===== src/rtl/core/pip_pkg.sv =====
// Shared types and constants for the point-in-polygon crossing-number unit.
package pip_pkg;

    // Control that travels with every edge request from the front end to the edge pipeline.
    typedef struct packed {
        logic restart;   // first vertex of a polygon: clear the parity, no open edge to test
        logic close;     // last vertex: test the closing edge and deliver the parity
    } edge_ctl_t;

    localparam int unsigned CTL_BITS    = $bits(edge_ctl_t);
    localparam int unsigned QUEUE_DEPTH = 4;
    localparam int unsigned OUT_BITS    = 8;

endpackage


===== src/rtl/core/pip_front.sv =====
// Front end: accepts vertex requests, keeps polygon state and issues edge requests.
module pip_front #(
    parameter int unsigned W = 24
) (
    input  logic                  clk,
    input  logic                  rst_n,
    input  logic                  s_tvalid,
    output logic                  s_tready,
    input  logic signed [W-1:0]   query_x,
    input  logic signed [W-1:0]   query_y,
    input  logic signed [W-1:0]   vertex_x,
    input  logic signed [W-1:0]   vertex_y,
    input  logic                  first_vertex,
    input  logic                  last_vertex,
    input  logic                  q_full,
    output logic                  q_push,
    output pip_pkg::edge_ctl_t    q_ctl,
    output logic [8*W-1:0]        q_coords
);
    import pip_pkg::*;

    logic signed [W-1:0] point_x_reg, point_y_reg;
    logic signed [W-1:0] start_x_reg, start_y_reg;
    logic signed [W-1:0] prior_x_reg, prior_y_reg;
    logic                open_reg;
    logic                open_next;
    logic                accept;

    logic signed [W-1:0] px, py, sx, sy;

    assign s_tready = !q_full;
    assign accept   = s_tvalid && !q_full;
    // Vertices that arrive with no polygon open are dropped here.
    assign q_push   = accept && (first_vertex || open_reg);

    always_comb
    begin
        px = first_vertex ? query_x  : point_x_reg;
        py = first_vertex ? query_y  : point_y_reg;
        sx = first_vertex ? vertex_x : start_x_reg;
        sy = first_vertex ? vertex_y : start_y_reg;
        q_ctl.restart = first_vertex;
        q_ctl.close   = last_vertex;
        // Point, open edge (prior to vertex), then the start vertex for the closing edge.
        q_coords = {sy, sx, vertex_y, vertex_x, prior_y_reg, prior_x_reg, py, px};
        open_next = last_vertex ? 1'b0 : 1'b1;
    end

    always_ff @(posedge clk or negedge rst_n)
    begin
        if (!rst_n)
        begin
            open_reg <= 1'b0;
        end
        else if (q_push)
        begin
            open_reg <= open_next;
        end
    end

    always_ff @(posedge clk)
    begin
        if (q_push)
        begin
            point_x_reg <= px;
            point_y_reg <= py;
            start_x_reg <= sx;
            start_y_reg <= sy;
            prior_x_reg <= vertex_x;
            prior_y_reg <= vertex_y;
        end
    end

endmodule


===== config.mk =====
export PLATFORM = sky130hd
export DESIGN_NAME = pip_front
export DESIGN_NICKNAME = d
export VERILOG_FILES = /design/src/rtl/core/pip_pkg.sv /design/src/rtl/core/pip_front.sv
export SDC_FILE = /design/constraint.sdc
export NUM_CORES = 1
export LEC_CHECK = 0
export BUFFER_PORTS_ARGS = -buffer_cell sky130_fd_sc_hd__buf_2
export CAP_MARGIN = 10
export CORE_UTILIZATION = 35
export DETAILED_ROUTE_END_ITERATION = 16
export PLACE_DENSITY = 0.64
export SLEW_MARGIN = 30
export SYNTH_ARGS = -nofsm -noshare
export SYNTH_HDL_FRONTEND = slang
export SYNTH_SLANG_ARGS = --single-unit

===== constraint.sdc =====
create_clock -name clk -period 7.9 [get_ports clk]
set_input_delay 1.58 -clock clk [delete_from_list [all_inputs] [get_ports clk]]
set_output_delay 1.58 -clock clk [all_outputs]
set_load 0.005 [all_outputs]

==> flow_summary_export.csv <==
group,metric,value,unit
logic_synthesis,ys_warn_count,0,
global_routing,grt_pass1_vias,3661,
clocking,clockBufferDepth,2,
global_routing,use_met2,0.248,
floorplanning,die_area,17600,µm²
clocking,clk_pin_slew,0.06,ns
logic_synthesis,synthXorXnorAreaFrac,0,
clocking,cts_resized,0,
power_and_ir_drop,ir_worst_vdd,0.135,mV
timing,holdWs,0.550,ns
clocking,clockRootBuffer,"clkbuf_16",
placement,dp_cells,765,
clocking,clock_sinks,145,
hold_path,holdPathStages,2,
placement,hpwl,9.07,mm
floorplanning,initial_core_util,0.360,
routing,post-route-drc-count,0,
timing,setup_tns,0,ns
logic_synthesis,synth-adder-area-share,0,
finish,final_util,0.477,
global_routing,grt_overflow,0,
timing,tightest_slew,0.749,ns
logic_synthesis,synth_top_area_frac,0.722,
global_routing,grt_pass1_wl,19.8,mm
setup_path,r2r_cells,3,
finish,drive_above_1_share,0.740,
clocking,cts.hold.buffers_added,0,
routing,wirelength,12.9,mm
hold_path,min_path_type,"register to register",
finish,diodes,0,
floorplanning,die_x,133,µm
setup_path,start_kind,"primary input",
floorplanning,ios,298,
logic_synthesis,synth_compound_area_frac,0.00313,
timing,finalCritPeriodShare,0.634,
logic_synthesis,syn_area,5990,µm²
timing,min_period,5.01,ns
setup_path,required,6.32,ns
routing,first_pass_iters,4,
logic_synthesis,synth_top_family_by_area,"multiplexers",
clocking,clk_latency,0.41,ns
power_and_ir_drop,power.leakage,3.30,nW
power_and_ir_drop,design_power_total,1.91,mW
clocking,cts_buffers,17,
placement,routabilityCongestion,0.726,
setup_path,arrival,3.43,ns
floorplanning,coreArea,16600,µm²
clocking,cts_setup_buffers,0,
logic_synthesis,ys_top_cells_by_area,"edfxtp_1, mux2_2, buf_4",
finish,final_common_cell,"buf_2",
setup_path,crit_type,"primary input to output pin",
timing,max_freq,200,MHz
logic_synthesis,synth-simple-area-share,0.00125,
logic_synthesis,synth.avg_cell_area,19.5,µm²
timing,max_slew_margin,0.500,
status,status,"finished, final reports clean",
clocking,tritoncts,"built",
routing,vias_per_cell,4.42,
floorplanning,row_count,47,
logic_synthesis,syn_inst,307,
job,cap_violations,0,
logic_synthesis,yosysSeqAreaShare,0.726,
global_routing,busiest_layer,"met2",
placement,portBuffers,297,
routing,routedWlPerCell,16.2,µm
finish,nNetsFinal,667,
global_routing,track_usage,0.148,
power_and_ir_drop,powerDensity,240,nW/µm²
setup_path,worst-path-max-fanout,60,
routing,vias,3524,
timing,finalSetupViolCount,0,
timing,rsz0062_at_grt,"no",
logic_synthesis,synth_fp_nets,409,
routing,drt_iter0_drc,169,
clocking,htree_levels,4,
setup_path,cp-end-kind,"output pin",
global_routing,use_met1,0.174,
logic_synthesis,yosysTopAreaCell,"edfxtp_1",
logic_synthesis,synth.area.mux_share,0.192,
logic_synthesis,synth_cell_types,11,
global_routing,grt_max_degree,78,
finish,final_cell_mix,"buf_2, edfxtp_1, mux2_2",
finish,instances_no_fill,798,
timing,finalClockSkew,0.00359,ns
routing,ant_nets,0,
global_routing,antenna_found_initial,0,
finish,area_delta_synth_final,32.5,%
timing,slew_violations,0,
floorplanning,die_h,133,µm
timing,finalHoldViolCount,0,
global_routing,grtUsageMet3,0.0517,
logic_synthesis,ys_ff_latch,145,
==> cell families after synthesis <==
kind of cell    count (synthesis)
flops                         145
mux                            96
buf+inv                        63
compound gates                  2
simple gates                    1
==> power breakdown <==
group | internal, mW | total, mW | switching [mW]
combinational | 0.0977 | 0.191 | 0.0932
clock | 0.495 | 0.811 | 0.316
sequential | 0.895 | 0.905 | 0.00918
total | 1.49 | 1.91 | 0.419
==> worst max-delay path, stage by stage <==
cell	delay [ns]
buf_4	0.51
buf_4	0.73
mux2_2	0.44
buf_2	0.13
==> final timing paths <==
check	startpoint	endpoint	slack, ns
worst max-delay path	first_vertex	q_coords[32]	2.89
worst min-delay path	open_reg$_DFFE_PN0P_	open_reg$_DFFE_PN0P_	0.55
worst max register to register	open_reg$_DFFE_PN0P_	start_y_reg[21]$_DFFE_PP_	5.71
worst min register to register	open_reg$_DFFE_PN0P_	open_reg$_DFFE_PN0P_	0.55
max in group asynchronous	rst_n	open_reg$_DFFE_PN0P_	6.87
min in group asynchronous	rst_n	open_reg$_DFFE_PN0P_	0.94
==> layer usage <==
| layer | routed length, µm | vias to the layer above |
|---|---|---|
| met3 | 903 | 10 |
| met4 | 169 | 0 |
| met1 | 5240 | 1703 |
| met5 | 0 | - |
| met2 | 6600 | 166 |
| li1 | - | 1645 |
==> area by class of cell <==
class                   instances  area, µm²
well taps                     220        275
multi-input cells              99       1180
clock buffers                  17        425
fillers                      1503       8710
clock inverters                15        165
repair buffers                300       1530
flip-flops and latches        145       4350
inverters                       2       7.51
==> stage by stage <==
step / cell area, µm² / setup WS [ns]
global placement: 7320 / 2.90
finish: 7930 / 2.89
CTS: 7910 / 2.86
global route: 7930 / 2.77
detailed placement: 7320 / 2.86
floorplan: 5990 / 1.42
==> cells in the mapped netlist, drive strengths merged <==
cell type    n
dfrtp        1
o211a        1
edfxtp     144
nand3b       1
buf         61
a32oi        1
inv          2
mux2        96
No activity file was read; power rests on OpenSTA's default activity.
