[config.mk]
export PLATFORM = sky130hd
export DESIGN_NAME = pip_queue
export DESIGN_NICKNAME = d
export VERILOG_FILES = /design/src/rtl/core/pip_pkg.sv /design/src/rtl/core/pip_queue.sv
export SDC_FILE = /design/constraint.sdc
export NUM_CORES = 1
export LEC_CHECK = 0
export BUFFER_PORTS_ARGS = -buffer_cell sky130_fd_sc_hd__buf_2
export CAP_MARGIN = 20
export CELL_PAD_IN_SITES_DETAIL_PLACEMENT = 0
export CELL_PAD_IN_SITES_GLOBAL_PLACEMENT = 1
export CORE_MARGIN = 2
export CORE_UTILIZATION = 40
export CTS_CLUSTER_DIAMETER = 80
export DETAILED_ROUTE_END_ITERATION = 7
export GPL_TIMING_DRIVEN = 0
export PLACE_DENSITY = 0.71
export SLEW_MARGIN = 20
export SYNTH_ARGS = -nofsm -noshare
export SYNTH_HDL_FRONTEND = slang
export SYNTH_SLANG_ARGS = --single-unit
export TNS_END_PERCENT = 10
[constraint.sdc]
create_clock -name clk -period 5.8 [get_ports clk]
set_clock_uncertainty 0.2 [all_clocks]
set_input_delay 1.16 -clock clk [delete_from_list [all_inputs] [get_ports clk]]
set_output_delay 1.16 -clock clk [all_outputs]
set_load 0.01 [all_outputs]
[src/rtl/core/pip_pkg.sv]
// Shared types and constants for the point-in-polygon crossing-number unit.
package pip_pkg;

    // Control that travels with every edge request from the front end to the edge pipeline.
    typedef struct packed {
        logic restart;   // first vertex of a polygon: clear the parity, no open edge to test
        logic close;     // last vertex: test the closing edge and deliver the parity
    } edge_ctl_t;

    localparam int unsigned CTL_BITS    = $bits(edge_ctl_t);
    localparam int unsigned QUEUE_DEPTH = 4;
    localparam int unsigned OUT_BITS    = 8;

endpackage

[src/rtl/core/pip_queue.sv]
// Small first-in first-out queue between the front end and the edge pipeline.
module pip_queue #(
    parameter int unsigned WIDTH = 8,
    parameter int unsigned DEPTH = 4
) (
    input  logic             clk,
    input  logic             rst_n,
    input  logic             push,
    input  logic [WIDTH-1:0] push_data,
    input  logic             pop,
    output logic [WIDTH-1:0] head_data,
    output logic             full,
    output logic             empty
);
    import pip_pkg::*;

    localparam int unsigned PTR_BITS = (DEPTH > 1) ? $clog2(DEPTH) : 1;
    localparam int unsigned CNT_BITS = $clog2(DEPTH + 1);

    logic [WIDTH-1:0]    slot_reg [DEPTH];
    logic [PTR_BITS-1:0] wr_ptr_reg, rd_ptr_reg;
    logic [CNT_BITS-1:0] count_reg;
    logic                do_push, do_pop;

    assign full      = (count_reg == CNT_BITS'(DEPTH));
    assign empty     = (count_reg == '0);
    assign do_push   = push && !full;
    assign do_pop    = pop && !empty;
    assign head_data = slot_reg[rd_ptr_reg];

    function automatic logic [PTR_BITS-1:0] bump(input logic [PTR_BITS-1:0] p);
        bump = (p == PTR_BITS'(DEPTH - 1)) ? '0 : p + PTR_BITS'(1);
    endfunction

    always_ff @(posedge clk or negedge rst_n)
    begin
        if (!rst_n)
        begin
            wr_ptr_reg <= '0;
            rd_ptr_reg <= '0;
            count_reg  <= '0;
        end
        else
        begin
            if (do_push)
            begin
                wr_ptr_reg <= bump(wr_ptr_reg);
            end
            if (do_pop)
            begin
                rd_ptr_reg <= bump(rd_ptr_reg);
            end
            if (do_push && !do_pop)
            begin
                count_reg <= count_reg + CNT_BITS'(1);
            end
            else if (do_pop && !do_push)
            begin
                count_reg <= count_reg - CNT_BITS'(1);
            end
        end
    end

    always_ff @(posedge clk)
    begin
        if (do_push)
        begin
            slot_reg[wr_ptr_reg] <= push_data;
        end
    end

`ifndef SYNTHESIS
    assert property (@(posedge clk) disable iff (!rst_n) count_reg <= CNT_BITS'(DEPTH))
        else $error("queue occupancy exceeds its depth");
    assert property (@(posedge clk) disable iff (!rst_n) !(full && empty))
        else $error("queue reports full and empty together");
    assert property (@(posedge clk) disable iff (!rst_n) full && !pop |=> full)
        else $error("queue lost an entry while full and not read");
`endif

endmodule

==> metrics.csv, run 1 <==
metric,value,unit
status,"complete, no violations",
Vias/cell,4.810,
unrepaired setup endpoints after global routing,no,
P&R area growth vs syn,15.55,%
DR DRC count,0,
root buffer selected by CTS,clkbuf_8,
CTS tree,done,
Tcrit/Tclk final,0.5215,
cell area after layout,1869,sq um
final setup fails,0,
Clock Latency Late Sink,290,ps
Period minus WS final,3025,ps
clk buf depth,2,
number of port buffers,21,
# diodes,0,
proportion of layout cells with a drive suffix above 1,0.4074,
vias in the first global route,832,
Hold WC Path Type,reg -> reg,
DR pass1 iterations,4,
Post CTS Setup Buffer Count,0,
Hold Buf Count CTS,0,
core area,3943,sq um
final RePlAce weighted congestion,0.6173,
leakage,0.0007101,uW
Synth Cell Area,1618,sq um
top-area cell type share of the netlist area,0.5940,
initial antenna violation count,0,
Clock Pin Slew Worst Setup and Hold Paths,70,ps
clock sinks,39,
Synth area leader,edfxtp_1,
CP arrival,1660,ps
met1 usage,0.1589,
initial DRC count,27,
CTS buffer count,5,
Ports,22,
GR Layer Usage met3,0.05667,
Worst Setup Start Kind,register,
Site Rows,23,
Max Slew Vio Count,0,
Total GRT Usage,0.1363,
CTS HTree Levels,2,
Initial Util,0.4103,
CP required,4440,ps
Die Y,67.60,um
"number of placed instances, taps included",150,
Crit Path Max Fanout,10,
Routed wire per std cell,15.98,um
placed cell area,1785,sq um
grt peak-use layer,met2,
crit end category,output pin,
max FFs per register,32,
post_cts resized,0,
total power divided by cell area,493.6,nW/um^2
VDD IR max,0.1939,mV
#FFs+latches synth,39,
Mapped Cells,79,
top post-synthesis cells by area,"edfxtp_1 59%, mux4_2 11%, dfrtp_1 11%",
post-synthesis sequential area ratio,0.7022,
syn avg cell area,20.48,sq um
met2 Use GR,0.2120,
Final Hold Viols,0,
actual slew at the worst max-slew pin,759.2,ps
post-DP HPWL,1.730,mm
die area,4569,sq um
Nets,126,
final wirelength,2.525,mm
slew margin rel.,0.4920,
Post-DRT Antenna Nets,0,
syn_nets,98,
Fill cells,335,
Layout Cells excl Fill,158,
max_cap viols,0,
Setup CP Type,reg -> out,
first-pass GRT wire length,4.126,mm
largest net degree at the start of global routing,13,
Synth Warn #,0,
grt total ovfl,0,
total number of vias,760,
max frequency,330.6,MHz
Die W,67.60,um
TNS Setup,0,ps
post-synth cell types,19,
[final timing paths]
| kind | from | to | slack (ps) | cells after the start |
|---|---|---|---|---|
| max reg2reg | count_reg[1] | count_reg[2] | 3590 | 8 |
| min reg2reg | count_reg[2] | count_reg[2] | 310 | 1 |
| max | rd_ptr_reg[0] | head_data[5] | 2780 | 3 |
| min in group asynchronous | rst_n | count_reg[2] | 490 | 1 |
| min | count_reg[2] | count_reg[2] | 310 | 1 |
| max in group asynchronous | rst_n | count_reg[1] | 4750 | 1 |
[kinds of logic (layout without fill, tap and decap cells)]
logic type                 after synthesis  after routing  synth area share
xor gates and xnor gates                 3              3           0.01624
adders and majority gates                7              7           0.05878
buffers and inverters                    5             34           0.01237
DFF                                     39             39            0.7022
muxes                                   13             13            0.1555
and+or+nand+nor                         12             12           0.05490
[through the flow]
stage          setup slack [ps]  power [uW]    util  hold WS, ps
4_1_cts                    2738       939.0  0.4741        307.2
2_1_floorplan              3200       661.2       -        264.5
3_5_place_dp               2994       766.8  0.4529        297.0
5_1_grt                    2635       987.5  0.4741        324.0
3_3_place_gp               3010       748.7  0.4529        277.9
6_report                   2775       922.7  0.4741        307.4
[layout by cell type, fill, tap and decap left out]
master       n
nand2_1      1
mux2_4       4
nor3_1       1
fa_1         1
nor2_1       4
buf_2       22
nor3b_4      1
xor2_1       2
dfrtp_1      7
and2_1       3
edfxtp_1    32
nand2b_4     1
ha_1         6
mux2_2       1
clkbuf_8     5
mux4_2       8
nor2b_4      1
clkinvlp_4   1
xnor2_1      1
inv_1        3
clkinv_1     2
clkbuf_1     1
[synth_stat cells]
cell	n
buf_2	1
inv_1	3
nor3b_4	1
fa_1	1
nand2_1	1
xor2_1	2
edfxtp_1	32
mux4_2	8
nor2_1	4
ha_1	6
dfrtp_1	7
nor3_1	1
clkbuf_1	1
nand2b_4	1
nor2b_4	1
mux2_2	1
and2_1	3
xnor2_1	1
mux2_4	4
[metal layers]
layer | vias up | part of all wire
met1 | 383 | 0.40
met2 | 18 | 0.53
met3 | 6 | 0.055
li1 | 353 | -
met4 | 0 | 0.024
met5 | - | 0
[power breakdown]
group	switching (uW)	internal [uW]
Sequential	39.2	380
Clock	90.4	81.5
Combinational	159	173
[critical path: stages (launching register included)]
cell and delay [ps]:
dfrtp_1 350, buf_2 320, mux4_2 550, buf_2 150
[layout make-up]
type	count	area, sq um	area share
multi-input combinational	35	461.7	0.2470
timing repair buffer	21	105.1	0.05623
clock inverter	3	15.01	0.008032
tap	50	62.56	0.03347
clock buffer	5	68.82	0.03681
buffer	2	8.758	0.004685
inverter	3	11.26	0.006024
sequential	39	1136	0.6078
Power figures use the tool's default switching activity.
==> run 2, diff against run 1 <==
--- a/config.mk
+++ b/config.mk
@@ -5,6 +5,7 @@
 export SDC_FILE = /design/constraint.sdc
 export NUM_CORES = 1
 export LEC_CHECK = 0
+export ABC_AREA = 1
 export BUFFER_PORTS_ARGS = -buffer_cell sky130_fd_sc_hd__buf_2
 export CAP_MARGIN = 20
 export CELL_PAD_IN_SITES_DETAIL_PLACEMENT = 0
@@ -14,7 +15,7 @@
 export CTS_CLUSTER_DIAMETER = 80
 export DETAILED_ROUTE_END_ITERATION = 7
 export GPL_TIMING_DRIVEN = 0
-export PLACE_DENSITY = 0.71
+export PLACE_DENSITY = 0.75
 export SLEW_MARGIN = 20
 export SYNTH_ARGS = -nofsm -noshare
 export SYNTH_HDL_FRONTEND = slang
==> constraint.sdc (replaced) <==
create_clock -name clk -period 2.85 [get_ports clk]
set_clock_uncertainty 0.2 [all_clocks]
set_input_delay 0.57 -clock clk [delete_from_list [all_inputs] [get_ports clk]]
set_output_delay 0.57 -clock clk [all_outputs]
set_load 0.01 [all_outputs]
==> run 2 against run 1 <==
Worst setup slack got worse by 2100 ps. Largest cell class unchanged. Highest routed layer unchanged. Total power up 130%. Sequential power up 99%. Sequential share of layout area fell by 5.4 points. Die area rose by 8.2%. Final cell count is 49% higher.
==> metrics.csv, run 2 <==
metric,value,unit,change
slew margin rel.,0.4549,,-0.03710
Die Y,70.32,um,+4.0%
actual slew at the worst max-slew pin,814.7,ps,+55.44 ps
Routed wire per std cell,13.40,um,-16%
post-DP HPWL,2.183,mm,+26%
max frequency,452.3,MHz,
vias in the first global route,1126,,+35%
# diodes,0,,unchanged
#FFs+latches synth,39,,unchanged
Tcrit/Tclk final,0.7758,,
final RePlAce weighted congestion,0.7209,,+17%
grt total ovfl,0,,unchanged
Fill cells,416,,+24%
Max Slew Vio Count,0,,unchanged
Nets,202,,+60%
Synth Cell Area,1759,sq um,+8.7%
initial antenna violation count,0,,unchanged
core area,4294,sq um,+8.9%
die area,4944,sq um,+8.2%
sequential cell area,1136,sq um,unchanged
clock sinks,39,,unchanged
proportion of layout cells with a drive suffix above 1,0.2011,,-0.2063
"EDFF count, synth",32,,unchanged
Ports,22,,unchanged
DR pass1 iterations,4,,unchanged
Worst Setup Start Kind,register,,
Final Hold Viols,0,,unchanged
initial DRC count,69,,+160%
status,"complete, no violations",,
max_cap viols,0,,unchanged
Post-DRT Antenna Nets,0,,unchanged
Clock Latency Late Sink,290,ps,about the same
VDD IR max,0.4414,mV,+130%
clk buf depth,2,,unchanged
Die W,70.32,um,+4.0%
CTS buffer count,5,,unchanged
final setup fails,0,,unchanged
"FFs w/ async S/R, synth",0.1795,,unchanged
post-synthesis sequential area ratio,0.6458,,-0.05644
Setup CP Type,reg -> out,,
"commonest non-fill, non-tap cell in the layout",nand2_1,,
"Top FF cell, synth",edfxtp_1,,
Site Rows,24,,+4.3%
final hold slack,292.4,ps,-15.05 ps
syn_nets,173,,+77%
root buffer selected by CTS,clkbuf_8,,
Period minus WS final,2211,ps,
CP arrival,1440,ps,-220 ps
max FFs per register,32,,unchanged
final wirelength,3.162,mm,+25%
Vias/cell,4.691,,-2.5%
CTS tree,done,,
leakage,0.0009232,uW,+30%
commonest cells in the netlist,"38 x nand2_1, 32 x edfxtp_1, 31 x inv_1",,
most frequent cell after synthesis,nand2_1,,
Initial Util,0.4097,,-0.0006724
syn avg cell area,11.42,sq um,-44%
total number of vias,1107,,+46%
CP required,2080,ps,-2360 ps
Hold WC Path Type,in -> reg,,
Synth Warn #,0,,unchanged
"commonest cells after routing, fill and taps aside","38 x nand2_1, 32 x edfxtp_1, 31 x inv_1",,
CTS HTree Levels,2,,unchanged
Clock Pin Slew Worst Setup and Hold Paths,80,ps,about the same
Crit Path Max Fanout,10,,unchanged
total power divided by cell area,1033,nW/um^2,+110%
crit end category,output pin,,
first-pass GRT wire length,5.299,mm,+28%
post-synth cell types,16,,-3
top-area cell type share of the netlist area,0.5462,,-0.04774
Total GRT Usage,0.1434,,+0.007128
Mapped Cells,154,,+95%
P&R area growth vs syn,16.64,%,
unrepaired setup endpoints after global routing,no,,
TNS Setup,0,ps,unchanged
largest net degree at the start of global routing,14,,+1
number of port buffers,21,,unchanged
DR DRC count,0,,unchanged
footprint of the multi-input gates,446.7,sq um,-3.3%
top post-synthesis cells by area,"edfxtp_1 55%, dfrtp_1 10%, nand2_1 8.1%",,
Synth area leader,edfxtp_1,,
==> run 2: changes by cell type after synthesis, moves of 2 or more <==
| cell | change |
|---|---|
| o211ai_1 | +15 |
| xor2_1 | -2 |
| nand3_1 | +7 |
| mux4_2 | -8 |
| mux2_4 | -4 |
| inv_1 | +28 |
| buf_6 | +5 |
| and2_1 | -3 |
| nand2_1 | +37 |
| nor2_1 | +2 |
==> run 2: worst max-delay path, stage by stage, from the launching register on <==
cell and delay (ps):
dfrtp_1 400, buf_6 150, inv_1 230, o211ai_1 150
nand2_1 90, buf_2 130
==> run 2: logic make-up (layout without fill, tap and decap cells) <==
logic type | Yosys count | after routing | share of synthesized area
buffers and inverters | 37 | 67 | 0.1003
adders and majority gates | 7 | 7 | 0.05405
and+or+nand+nor | 53 | 53 | 0.1209
DFF | 39 | 39 | 0.6458
xor gates and xnor gates | 1 | 1 | 0.004980
AOI/OAI and AO/OA | 17 | 17 | 0.07397
==> run 2: worst paths after layout <==
check / slack [ps] / endpoint / startpoint / cells past startpoint
worst max-delay path: 640 / head_data[2] / rd_ptr_reg[1] / 5
worst min-delay path: 290 / slot_reg[2][5] / push_data[5] / 1
worst max register to register: 790 / count_reg[1] / count_reg[0] / 9
worst min register to register: 310 / count_reg[2] / count_reg[2] / 2
max in group asynchronous: 1850 / rd_ptr_reg[1] / rst_n / 2
min in group asynchronous: 440 / count_reg[2] / rst_n / 2
==> run 2: where the power goes <==
group / switching, uW / internal [uW]
Combinational: 502 / 327
Sequential: 64.4 / 767
Clock: 199 / 261
==> run 2: layout make-up <==
| cell class | count | area share |
|---|---|---|
| inverter | 32 | 0.05854 |
| buffer | 5 | 0.02744 |
| tap | 52 | 0.03171 |
| clock buffer | 5 | 0.03354 |
| clock inverter | 3 | 0.02134 |
| multi-input combinational | 78 | 0.2177 |
| sequential | 39 | 0.5537 |
| timing repair buffer | 22 | 0.05610 |
==> run 2: stage by stage <==
step                      cells  setup WS, ps    util  cell area (sq um)  power, uW
after detailed placement    227         775.5  0.4493               1929       1684
after floorplan             154         956.9       -               1759       1416
after global routing        236         547.9  0.4779               2052       2282
after global placement      227         821.1  0.4493               1929       1643
final                       236         638.9  0.4779               2052       2120
after CTS                   236         628.7  0.4779               2052       2140
==> run 2: layer usage <==
metal  GRT usage  wire length [um]
met2      0.2379              1589
met1      0.1720              1420
met3     0.05916               138
met5           0                 0
met4     0.03846                14
==> run 2: what timing repair did <==
| item | CTS | global route |
|---|---|---|
| setup buffers | 0 | 0 |
| hold endpoints to repair | 7 | 0 |
| hold buffers | 1 | 0 |
| resized for setup | 0 | 0 |
